$ cat src/hw/rtl/assert_macros.svh
// assertion macros used by the top-level rtl file
`ifndef ASSERT_MACROS_SVH
`define ASSERT_MACROS_SVH

// same-cycle implication, sampled on clk, off while rst_n is low
`define FPT_ASSERT_IMPL(lbl, ante, cons, msg) \
  lbl: assert property (@(posedge clk) disable iff (!rst_n) (ante) |-> (cons)) else $error(msg);

// next-cycle implication, sampled on clk, off while rst_n is low
`define FPT_ASSERT_NEXT(lbl, ante, cons, msg) \
  lbl: assert property (@(posedge clk) disable iff (!rst_n) (ante) |=> (cons)) else $error(msg);

`endif

$ cat src/hw/rtl/fpt_pkg.sv
// shared types, memory map and decode functions of the frame point transform
package fpt_pkg;

  // memory map of the datapath word store
  localparam int MEM_DEPTH = 58;
  localparam int VLD_DEPTH = 30;
  localparam logic [4:0] CALIB_DEPTH = 5'd21;
  localparam logic [5:0] RCG_BASE = 6'd0;
  localparam logic [5:0] RGI_BASE = 6'd9;
  localparam logic [5:0] T_BASE   = 6'd18;
  localparam logic [5:0] GW_BASE  = 6'd21;
  localparam logic [5:0] P_BASE   = 6'd30;
  localparam logic [5:0] QX_ADDR  = 6'd30;
  localparam logic [5:0] QY_ADDR  = 6'd31;
  localparam logic [5:0] QZ_ADDR  = 6'd32;
  localparam logic [5:0] QW_ADDR  = 6'd33;
  localparam logic [5:0] RQ_BASE  = 6'd34;
  localparam logic [5:0] TMP_BASE = 6'd43;
  localparam logic [5:0] VA_BASE  = 6'd52;
  localparam logic [5:0] VB_BASE  = 6'd55;

  localparam logic signed [31:0] ONE_Q30 = 32'sh4000_0000;

  typedef enum logic [1:0] {
    CMD_LOAD  = 2'd0,
    CMD_IMU   = 2'd1,
    CMD_XFORM = 2'd2,
    CMD_NONE  = 2'd3
  } cmd_t;

  typedef enum logic [1:0] {
    FR_CAM   = 2'd0,
    FR_GIM   = 2'd1,
    FR_WORLD = 2'd2,
    FR_IMU   = 2'd3
  } frame_t;

  typedef enum logic [2:0] {
    ST_IDLE,
    ST_CAP,
    ST_RUN,
    ST_DRAIN,
    ST_DONE
  } ctrl_state_t;

  typedef enum logic [3:0] {
    PH_RQ,
    PH_TMP,
    PH_GW,
    PH_FWD0,
    PH_FWD1,
    PH_BACK,
    PH_SUB,
    PH_CAM,
    PH_COPY,
    PH_END
  } phase_t;

  // scale applied to one rounded product
  typedef enum logic [1:0] {
    CF_P1,
    CF_M1,
    CF_P2,
    CF_M2
  } coef_t;

  typedef struct packed {
    logic       valid;
    logic [5:0] a_addr;
    logic [5:0] b_addr;
    logic       a_one;
    logic       b_one;
    coef_t      coef;
    logic       first;
    logic       last;
    logic       to_out;
    logic [5:0] dest;
    logic [1:0] out_idx;
  } mac_op_t;

  typedef struct packed {
    logic       load_en;
    logic       cap_en;
    logic       cap_wr;
    logic [1:0] cap_idx;
    logic       out_load;
    mac_op_t    op;
  } dp_cmd_t;

  typedef struct packed {
    logic [5:0] a_addr;
    logic [5:0] b_addr;
    logic       a_one;
    logic       b_one;
    coef_t      coef;
  } rq_term_t;

  // v * 3 for matrix row offsets
  function automatic logic [5:0] mul3(input logic [1:0] v);
    mul3 = {3'b000, v, 1'b0} + {4'b0000, v};
  endfunction

  // terms of the quaternion to matrix formula, entry e, term k
  function automatic rq_term_t rq_term(input logic [5:0] e, input logic [1:0] k);
    rq_term_t t;
    t = '{a_addr: QX_ADDR, b_addr: QX_ADDR, a_one: 1'b0, b_one: 1'b0, coef: CF_P1};
    case (e)
      6'd0, 6'd4, 6'd8: begin
        case (k)
          2'd0: begin
            t.a_one = 1'b1;
            t.b_one = 1'b1;
          end
          2'd1: begin
            t.a_addr = (e == 6'd0) ? QY_ADDR : QX_ADDR;
            t.b_addr = t.a_addr;
            t.coef   = CF_M2;
          end
          default: begin
            t.a_addr = (e == 6'd8) ? QY_ADDR : QZ_ADDR;
            t.b_addr = t.a_addr;
            t.coef   = CF_M2;
          end
        endcase
      end
      6'd1, 6'd3: begin
        t.a_addr = (k == 2'd0) ? QX_ADDR : QZ_ADDR;
        t.b_addr = (k == 2'd0) ? QY_ADDR : QW_ADDR;
        t.coef   = (k == 2'd0 || e == 6'd3) ? CF_P2 : CF_M2;
      end
      6'd2, 6'd6: begin
        t.a_addr = (k == 2'd0) ? QX_ADDR : QY_ADDR;
        t.b_addr = (k == 2'd0) ? QZ_ADDR : QW_ADDR;
        t.coef   = (k == 2'd0 || e == 6'd2) ? CF_P2 : CF_M2;
      end
      6'd5, 6'd7: begin
        t.a_addr = (k == 2'd0) ? QY_ADDR : QX_ADDR;
        t.b_addr = (k == 2'd0) ? QZ_ADDR : QW_ADDR;
        t.coef   = (k == 2'd0 || e == 6'd7) ? CF_P2 : CF_M2;
      end
      default: begin
        t.coef = CF_P1;
      end
    endcase
    rq_term = t;
  endfunction

endpackage

$ cat src/hw/rtl/fpt_ctrl.sv
// controller: command sequencing and multiply-accumulate op issue
module fpt_ctrl (
  input  logic             clk,
  input  logic             rst_n,
  input  logic             in_valid,
  output logic             in_stall,
  input  logic [1:0]       in_cmd,
  input  logic [1:0]       in_from_frame,
  input  logic [1:0]       in_to_frame,
  output logic             out_valid,
  input  logic             out_stall,
  input  logic             dp_busy,
  output fpt_pkg::dp_cmd_t dp_cmd
);
  import fpt_pkg::*;

  ctrl_state_t state_r, state_nxt;
  phase_t      phase_r, phase_nxt;
  cmd_t        cmd_r, cmd_nxt;
  frame_t      from_r, from_nxt;
  frame_t      to_r, to_nxt;
  logic [1:0]  ri_r, ri_nxt;
  logic [1:0]  rj_r, rj_nxt;
  logic [1:0]  k_r, k_nxt;
  logic [1:0]  cap_r, cap_nxt;
  logic        out_valid_r, out_valid_nxt;
  logic        accept;
  logic        mat9;
  logic [1:0]  k_last;
  logic        last_term;
  logic        last_col;
  logic        last_row;
  logic        hand_off;
  phase_t      drain_ph;
  logic [5:0]  i6, k6, i3, k3, e6;
  logic [5:0]  world_base;
  logic [5:0]  copy_base;
  rq_term_t    rq;

  function automatic phase_t to_phase(input frame_t t);
    to_phase = (t == FR_CAM || t == FR_GIM) ? PH_BACK : PH_COPY;
  endfunction

  function automatic phase_t first_phase(input frame_t f, input frame_t t);
    if (f == t) first_phase = PH_COPY;
    else if (f == FR_CAM) first_phase = PH_FWD0;
    else if (f == FR_GIM) first_phase = PH_FWD1;
    else first_phase = to_phase(t);
  endfunction

  function automatic phase_t next_phase(input phase_t p, input frame_t t);
    case (p)
      PH_RQ:   next_phase = PH_TMP;
      PH_TMP:  next_phase = PH_GW;
      PH_FWD0: next_phase = PH_FWD1;
      PH_FWD1: next_phase = to_phase(t);
      PH_BACK: next_phase = (t == FR_CAM) ? PH_SUB : PH_END;
      PH_SUB:  next_phase = PH_CAM;
      default: next_phase = PH_END;
    endcase
  endfunction

  // loop bounds of the current phase
  always_comb begin
    mat9 = (phase_r == PH_RQ) || (phase_r == PH_TMP) || (phase_r == PH_GW);
    case (phase_r)
      PH_RQ:   k_last = (ri_r == rj_r) ? 2'd2 : 2'd1;
      PH_FWD0: k_last = 2'd3;
      PH_SUB:  k_last = 2'd1;
      PH_COPY: k_last = 2'd0;
      default: k_last = 2'd2;
    endcase
  end

  assign accept    = in_valid && (state_r == ST_IDLE);
  assign last_term = (k_r == k_last);
  assign last_col  = !mat9 || (rj_r == 2'd2);
  assign last_row  = (ri_r == 2'd2);
  assign hand_off  = (state_r == ST_DONE) && (!out_valid_r || !out_stall);
  assign drain_ph  = next_phase(phase_r, to_r);

  // next state and loop counters
  always_comb begin
    state_nxt = state_r;
    phase_nxt = phase_r;
    cmd_nxt   = cmd_r;
    from_nxt  = from_r;
    to_nxt    = to_r;
    ri_nxt    = ri_r;
    rj_nxt    = rj_r;
    k_nxt     = k_r;
    cap_nxt   = cap_r;
    unique case (state_r)
      ST_IDLE: begin
        if (accept) begin
          cmd_nxt  = cmd_t'(in_cmd);
          from_nxt = frame_t'(in_from_frame);
          to_nxt   = frame_t'(in_to_frame);
          cap_nxt  = 2'd0;
          if (in_cmd == CMD_IMU || in_cmd == CMD_XFORM) begin
            state_nxt = ST_CAP;
          end
        end
      end
      ST_CAP: begin
        cap_nxt = cap_r + 2'd1;
        if (cap_r == 2'd3) begin
          state_nxt = ST_RUN;
          phase_nxt = (cmd_r == CMD_IMU) ? PH_RQ : first_phase(from_r, to_r);
          ri_nxt    = 2'd0;
          rj_nxt    = 2'd0;
          k_nxt     = 2'd0;
        end
      end
      ST_RUN: begin
        if (last_term) begin
          k_nxt = 2'd0;
          if (last_col) begin
            rj_nxt = 2'd0;
            if (last_row) begin
              ri_nxt    = 2'd0;
              state_nxt = ST_DRAIN;
            end else begin
              ri_nxt = ri_r + 2'd1;
            end
          end else begin
            rj_nxt = rj_r + 2'd1;
          end
        end else begin
          k_nxt = k_r + 2'd1;
        end
      end
      ST_DRAIN: begin
        if (!dp_busy) begin
          if (drain_ph == PH_END) begin
            state_nxt = (cmd_r == CMD_XFORM) ? ST_DONE : ST_IDLE;
          end else begin
            state_nxt = ST_RUN;
            phase_nxt = drain_ph;
          end
        end
      end
      ST_DONE: begin
        if (hand_off) begin
          state_nxt = ST_IDLE;
        end
      end
      default: begin
        state_nxt = ST_IDLE;
      end
    endcase
  end

  // operand index helpers
  always_comb begin
    i6 = {4'b0000, ri_r};
    k6 = {4'b0000, k_r};
    i3 = mul3(ri_r);
    k3 = mul3(k_r);
    e6 = i3 + {4'b0000, rj_r};
    world_base = (from_r == FR_CAM || from_r == FR_GIM) ? VB_BASE : P_BASE;
    copy_base  = (from_r == to_r) ? P_BASE : world_base;
    rq = rq_term(e6, k_r);
  end

  // outputs and op issue
  always_comb begin
    dp_cmd          = '0;
    dp_cmd.load_en  = accept && (in_cmd == CMD_LOAD);
    dp_cmd.cap_en   = accept && (in_cmd == CMD_IMU || in_cmd == CMD_XFORM);
    dp_cmd.cap_wr   = (state_r == ST_CAP);
    dp_cmd.cap_idx  = cap_r;
    dp_cmd.out_load = hand_off;
    in_stall        = (state_r != ST_IDLE);
    out_valid_nxt   = hand_off ? 1'b1 : (out_valid_r && !out_stall ? 1'b0 : out_valid_r);
    if (state_r == ST_RUN) begin
      dp_cmd.op.valid   = 1'b1;
      dp_cmd.op.first   = (k_r == 2'd0);
      dp_cmd.op.last    = last_term;
      dp_cmd.op.coef    = CF_P1;
      dp_cmd.op.out_idx = ri_r;
      unique case (phase_r)
        PH_RQ: begin
          dp_cmd.op.a_addr = rq.a_addr;
          dp_cmd.op.b_addr = rq.b_addr;
          dp_cmd.op.a_one  = rq.a_one;
          dp_cmd.op.b_one  = rq.b_one;
          dp_cmd.op.coef   = rq.coef;
          dp_cmd.op.dest   = RQ_BASE + e6;
        end
        PH_TMP: begin
          dp_cmd.op.a_addr = RQ_BASE + i3 + k6;
          dp_cmd.op.b_addr = RGI_BASE + k3 + {4'b0000, rj_r};
          dp_cmd.op.dest   = TMP_BASE + e6;
        end
        PH_GW: begin
          dp_cmd.op.a_addr = RGI_BASE + k3 + i6;
          dp_cmd.op.b_addr = TMP_BASE + k3 + {4'b0000, rj_r};
          dp_cmd.op.dest   = GW_BASE + e6;
        end
        PH_FWD0: begin
          // rotation row plus the translation term
          if (k_r == 2'd3) begin
            dp_cmd.op.a_addr = T_BASE + i6;
            dp_cmd.op.b_one  = 1'b1;
          end else begin
            dp_cmd.op.a_addr = RCG_BASE + i3 + k6;
            dp_cmd.op.b_addr = P_BASE + k6;
          end
          dp_cmd.op.dest = VA_BASE + i6;
        end
        PH_FWD1: begin
          dp_cmd.op.a_addr = GW_BASE + i3 + k6;
          dp_cmd.op.b_addr = ((from_r == FR_CAM) ? VA_BASE : P_BASE) + k6;
          dp_cmd.op.dest   = VB_BASE + i6;
        end
        PH_BACK: begin
          dp_cmd.op.a_addr = GW_BASE + k3 + i6;
          dp_cmd.op.b_addr = world_base + k6;
          dp_cmd.op.dest   = VA_BASE + i6;
          dp_cmd.op.to_out = (to_r == FR_GIM);
        end
        PH_SUB: begin
          // gimbal point minus translation
          dp_cmd.op.a_addr = (k_r == 2'd0) ? (VA_BASE + i6) : (T_BASE + i6);
          dp_cmd.op.b_one  = 1'b1;
          dp_cmd.op.coef   = (k_r == 2'd0) ? CF_P1 : CF_M1;
          dp_cmd.op.dest   = VB_BASE + i6;
        end
        PH_CAM: begin
          dp_cmd.op.a_addr = RCG_BASE + k3 + i6;
          dp_cmd.op.b_addr = VB_BASE + k6;
          dp_cmd.op.to_out = 1'b1;
        end
        PH_COPY: begin
          dp_cmd.op.a_addr = copy_base + i6;
          dp_cmd.op.b_one  = 1'b1;
          dp_cmd.op.to_out = 1'b1;
        end
        PH_END: begin
          dp_cmd.op.valid = 1'b0;
        end
        default: begin
          dp_cmd.op.valid = 1'b0;
        end
      endcase
    end
  end

  // control registers
  always_ff @(posedge clk) begin
    if (!rst_n) begin
      state_r     <= ST_IDLE;
      phase_r     <= PH_END;
      cmd_r       <= CMD_NONE;
      from_r      <= FR_CAM;
      to_r        <= FR_CAM;
      ri_r        <= 2'd0;
      rj_r        <= 2'd0;
      k_r         <= 2'd0;
      cap_r       <= 2'd0;
      out_valid_r <= 1'b0;
    end else begin
      state_r     <= state_nxt;
      phase_r     <= phase_nxt;
      cmd_r       <= cmd_nxt;
      from_r      <= from_nxt;
      to_r        <= to_nxt;
      ri_r        <= ri_nxt;
      rj_r        <= rj_nxt;
      k_r         <= k_nxt;
      cap_r       <= cap_nxt;
      out_valid_r <= out_valid_nxt;
    end
  end

  assign out_valid = out_valid_r;

endmodule

$ cat config.mk
export PLATFORM = sky130hd
export DESIGN_NAME = fpt_ctrl
export DESIGN_NICKNAME = d
export VERILOG_FILES = /design/src/hw/rtl/assert_macros.svh /design/src/hw/rtl/fpt_pkg.sv /design/src/hw/rtl/fpt_ctrl.sv
export SDC_FILE = /design/constraint.sdc
export NUM_CORES = 1
export LEC_CHECK = 0
export BUFFER_PORTS_ARGS = -buffer_cell sky130_fd_sc_hd__buf_2
export CAP_MARGIN = 20
export CORE_ASPECT_RATIO = 0.9
export CORE_MARGIN = 5
export CORE_UTILIZATION = 40
export CTS_CLUSTER_DIAMETER = 100
export DETAILED_ROUTE_END_ITERATION = 12
export PLACE_DENSITY = 0.59
export SLEW_MARGIN = 30
export SYNTH_ARGS = -nofsm -noshare
export SYNTH_HDL_FRONTEND = slang
export SYNTH_SLANG_ARGS = --single-unit
export TNS_END_PERCENT = 1
$ cat constraint.sdc
create_clock -name clk -period 3.14 [get_ports clk]
set_input_delay 0.157 -clock clk [delete_from_list [all_inputs] [get_ports clk]]
set_output_delay 0.157 -clock clk [all_outputs]
set_load 0.01 [all_outputs]
Yosys cells after proc, flatten, opt, wreduce, memory -nomap -nowiden:

Cells that the tools add are included.

* add/subtract/negate cells: 31
* eq/ne operators: 44
* multiplexer cells: 71
* reductions and logical operators: 46

Operator list (count)
* 6-bit 2-to-1 mux: 9
* 6-bit one-hot mux with 9 select lines: 1
* 6-bit by 2-bit adder with 6-bit output: 8
* 12-bit one-hot mux with 4 select lines: 1
* 6-bit one-hot mux with 7 select lines: 1
* 4-bit 2-to-1 mux: 9
* 3-bit 2-to-1 mux: 10
* 6-bit one-hot mux with 5 select lines: 1
* 28-bit 2-to-1 mux: 1
* 2-bit 2-to-1 mux: 12
* 12-bit one-hot mux with 2 select lines: 1
* 4-bit one-hot mux with 6 select lines: 1
* 5-bit by 3-bit equality test with 1-bit output, second input constant: 4
* 2-bit one-hot mux with 2 select lines: 5
* 5-bit by 3-bit adder with 6-bit output, first input constant: 3
* 4-bit by 3-bit equality test with 1-bit output, second input constant: 4
* 2-bit one-hot mux with 4 select lines: 2
* 4-bit by 2-bit adder with 5-bit output: 3
* 3-bit one-hot mux with 5 select lines: 1
* 2-bit inequality test, second input constant: 7
* 2-bit OR reduction: 7
* 1-bit 2-to-1 mux: 13
* 5-bit by 2-bit adder with 6-bit output, first input constant: 2
* 5-bit by 4-bit adder with 6-bit output, first input constant: 2
* other kinds (38): 84

* bits in registers: 22
* input bits: 11
* output and inout bits: 36
* word-level logic and storage cells: 202

Logic depth before layout (Yosys ltp):

* depth in word-level cells: 9
* depth in mapped cells: 15
* gate-level depth less buffers: 13

Worst setup path after synthesis:

No wires, ideal clock.

* path type: register to output
* start point: register ri_r[1]
* end point: output port dp_cmd[6] (netlist bit)
* arrival time: 3367 ps
* data required time: 2983 ps
* setup slack: -384 ps
* cell stages (with the launch flop): 15
* path buffers: 1
* cells stage by stage: dfxtp_1 -> buf_4 -> inv_1 -> ha_1 -> ha_1 -> a21oi_1 -> nand2b_1 -> xnor2_2 -> clkinv_1 -> ha_1 -> a21oi_1 -> xnor2_1 -> nor2_1 -> o31ai_1 -> a22o_1

RTL lines
* start: declaration: RTL line fpt_ctrl.sv:22 `logic [1:0] ri_r, ri_nxt;`
* start signal: assignment: RTL line fpt_ctrl.sv:269 `ri_r <= ri_nxt;`
* end: declaration: RTL line fpt_ctrl.sv:13 `output fpt_pkg::dp_cmd_t dp_cmd`

==> flow_metrics.env <==
export IMPL_violations="negative setup slack"
export IMPL_fin_nets=675
export IMPL_whs_ns=0.118
export IMPL_wl_per_cell_um=19.5
export IMPL_crit_slowest_cell="fa_2"
export IMPL_postRouteAntennaNets=0
export IMPL_first_pass_iters=5
export IMPL_p_leak_nw=2.07
export IMPL_clkLatencyLatePin_ns=0.26
export IMPL_postLayoutCellArea_um2=4690
export IMPL_die_w_um=114
export IMPL_viasPerCell=6.07
export IMPL_path_clk_slew_ns=0.08
export IMPL_place_congestion=0.970
export IMPL_setup_viol=3
export IMPL_fp_dieArea_um2=11800
export IMPL_synth_edff_count=0
export IMPL_drv_cap=0
export IMPL_initial_core_util_pct=40.6
export IMPL_final_cell_count_no_fill=736
export IMPL_fin_util_pct=48.8
export IMPL_postSynthCellCount=547
export IMPL_die_h_um=104
export IMPL_grt_start_max_net_pins=32
export IMPL_worstMarginPinSlew_ns=0.782
export IMPL_place_inst=726
export IMPL_rsz0062_at_grt="yes"
export IMPL_gr_usage_all_layers_pct=23.6
export IMPL_numCtsBuffers=3
export IMPL_cpPeakStageDelay_ns=0.53
export IMPL_post_dp_cell_area_um2=4490
export IMPL_synth_cell_types=71
export IMPL_syn_nets=611
export IMPL_max_freq_mhz=313
export IMPL_async_flop_share_pct=0
export IMPL_cp_start_kind="flip-flop"
export IMPL_synth_top_cells_by_area="ha_1 (13%), dfxtp_1 (11%), fa_1 (6.7%)"
export IMPL_worstPathCellList="clkinvlp_4 -> ha_4 -> inv_4 -> fa_2 -> inv_2 -> ha_1 -> a21o_1 -> a21oi_2 -> o21bai_1 -> a21oi_1 -> mux2i_1 -> a21oi_1 -> buf_2"
export IMPL_io_pins=47
export IMPL_drc=0
export IMPL_h_tree_depth=1
export IMPL_required_ns=2.98
export IMPL_path_class="reg -> out"
export IMPL_max_slew_margin_rel_pct=47.3
export IMPL_antenna_found_initial=0
export IMPL_yosys_warnings=0
export IMPL_grt_pass1_wl_mm=22.7
export IMPL_clock_skew_ns=0.00239
export IMPL_clock_sinks=22
export IMPL_status="finished, violations left"
export IMPL_io_buffers=46
export IMPL_yosysSeqAreaShare_pct=11.3
export IMPL_area_growth_pct=20.0
export IMPL_powerDensity_nw_per_um2=539
export IMPL_dp_hpwl_mm=11.3
export IMPL_hold_class="in -> reg"
export IMPL_crit_family="adder cells"
export IMPL_drv_slew=0
export IMPL_drt_iter0_drc=522
export IMPL_path_max_fanout=4
export IMPL_setup_tns_ns=-0.137
export IMPL_synth_avg_cell_area_um2=7.14
export IMPL_setup_ws_ns=-0.0500
export IMPL_grt_pass1_vias=4185
export IMPL_drive_above_1_share_pct=23.4
export IMPL_yosysTopAreaCellShare_pct=12.8
export IMPL_num_vias=4467
export IMPL_final_hold_violation_count=0
export IMPL_ys_flop_type="dfxtp_1"
export IMPL_peakVddDrop_v=0.000323
export IMPL_cp_data_arrival_time_ns=3.03
export IMPL_clock_root_buffer="clkbuf_8"
export IMPL_pre_cts_ws_ns=0.0881
export IMPL_coreArea_um2=9610
export IMPL_fin_crit_sh_pct=102
export IMPL_num_rows=34
export IMPL_crit_buf_inv=4
export IMPL_yosysTopAreaCell="ha_1"
export IMPL_cpMostUsedCell="a21oi_1"
export IMPL_num_antenna_cells=0
export IMPL_syn_area_um2=3910
export IMPL_grt_overflow=0
export IMPL_cts_buffer_depth=2
export IMPL_wl_mm=14.4
export IMPL_cts_tree="yes"
export IMPL_min_period_ns=3.19
export IMPL_finalPower_mw=2.53
export IMPL_synth_seq_cells=22
export IMPL_cp_end_kind="output pin"
## kinds of logic after synthesis
group           Yosys count  share of synthesized area [%]
buf+inv                  79                           8.14
compound gates          172                           29.6
xor+xnor                 20                           4.87
simple gates            192                           24.3
mux                       9                           2.34
flops                    22                           11.3
fa+ha+maj                53                           19.5
## flip-flops by register name, summed over array words and instances (netlist names)
name and flops:
out_valid 1, state_r 3, to_r 2, phase_r 4, from_r 2, cap_r 2, rj_r 2, ri_r 2
k_r 2, cmd_r 2
## cell type report
class	count	area, um^2
Clock buffer	4	55.1
Fill cell	980	4930
Inverter	48	188
Multi-Input combinational cell	446	3270
Sequential cell	22	449
Tap cell	126	158
Timing Repair Buffer	90	564
## tightest hold or removal path, cell delays in order
cell	delay (ns)
buf_2	0.09
nand2_1	0.04
a21oi_1	0.05
## Yosys cell counts (4+ instances only)
master    instances
a21oi_1          49
xor2_1            7
buf_4             5
o311a_1           4
mux2i_1           8
dfxtp_1          22
nor2b_1           8
clkbuf_1         21
a221oi_1          5
a32oi_1           5
o21ai_0          35
xnor2_1          11
o211ai_1          9
or3_1             4
nor2_1           48
inv_1            45
ha_1             40
a21o_1            7
o22ai_1           5
a211oi_1          8
nand2b_1         12
nor3b_1           4
nand3_1          18
nor3_1           18
a31oi_1           8
fa_1             13
nand2_1          55
and2_1            6
## where the power goes
group	switching [mW]	total (mW)	internal [mW]	leakage, nW
Sequential	0.0846	0.424	0.340	0.182
Combinational	1.21	1.89	0.690	1.86
Clock	0.0953	0.207	0.112	0.0288
## what timing repair did
item | CTS | global route
hold buffers | 0 | 0
resized for setup | 12 | 16
pin swaps | 11 | 8
setup endpoints to repair | 12 | 14
setup buffers | 6 | 0
hold endpoints to repair | 0 | 0
## path summary, 6_finish.rpt
kind,startpoint,end,slack [ns],cells after the start
worst max-delay path,ri_r[1]$_SDFFE_PN0P_,dp_cmd[7],-0.05,13
worst min-delay path,in_to_frame[0],to_r[0]$_SDFFE_PN0P_,0.12,3
worst max register to register,ri_r[0]$_SDFFE_PN0P_,ri_r[1]$_SDFFE_PN0P_,0.45,7
worst min register to register,cap_r[1]$_SDFFE_PN0P_,cap_r[1]$_SDFFE_PN0P_,0.50,2
## cells in the final DEF, fill, tap and decap left out, types with 8 or more instances in the layout
cell,Yosys,routed
inv_1,45,40
buf_2,1,46
o21ai_0,35,34
dfxtp_1,22,17
nand2_1,55,54
ha_1,40,37
a211oi_1,8,8
a21oi_1,49,45
nor2_1,48,47
xnor2_1,11,11
nand2b_1,12,9
buf_4,5,43
nor3_1,18,18
nand3_1,18,18
o211ai_1,9,9
mux2i_1,8,8
fa_1,13,9
## per-layer routing
layer | GRT usage (%) | wire [um] | vias to the layer above
li1 | - | - | 2097
met1 | 34.6 | 6400 | 2094
met2 | 36.4 | 6280 | 254
met3 | 3.50 | 1420 | 22
met4 | 5.09 | 269 | 0
met5 | 0 | 0 | -
Note: power is estimated with default switching activity, not from simulation.
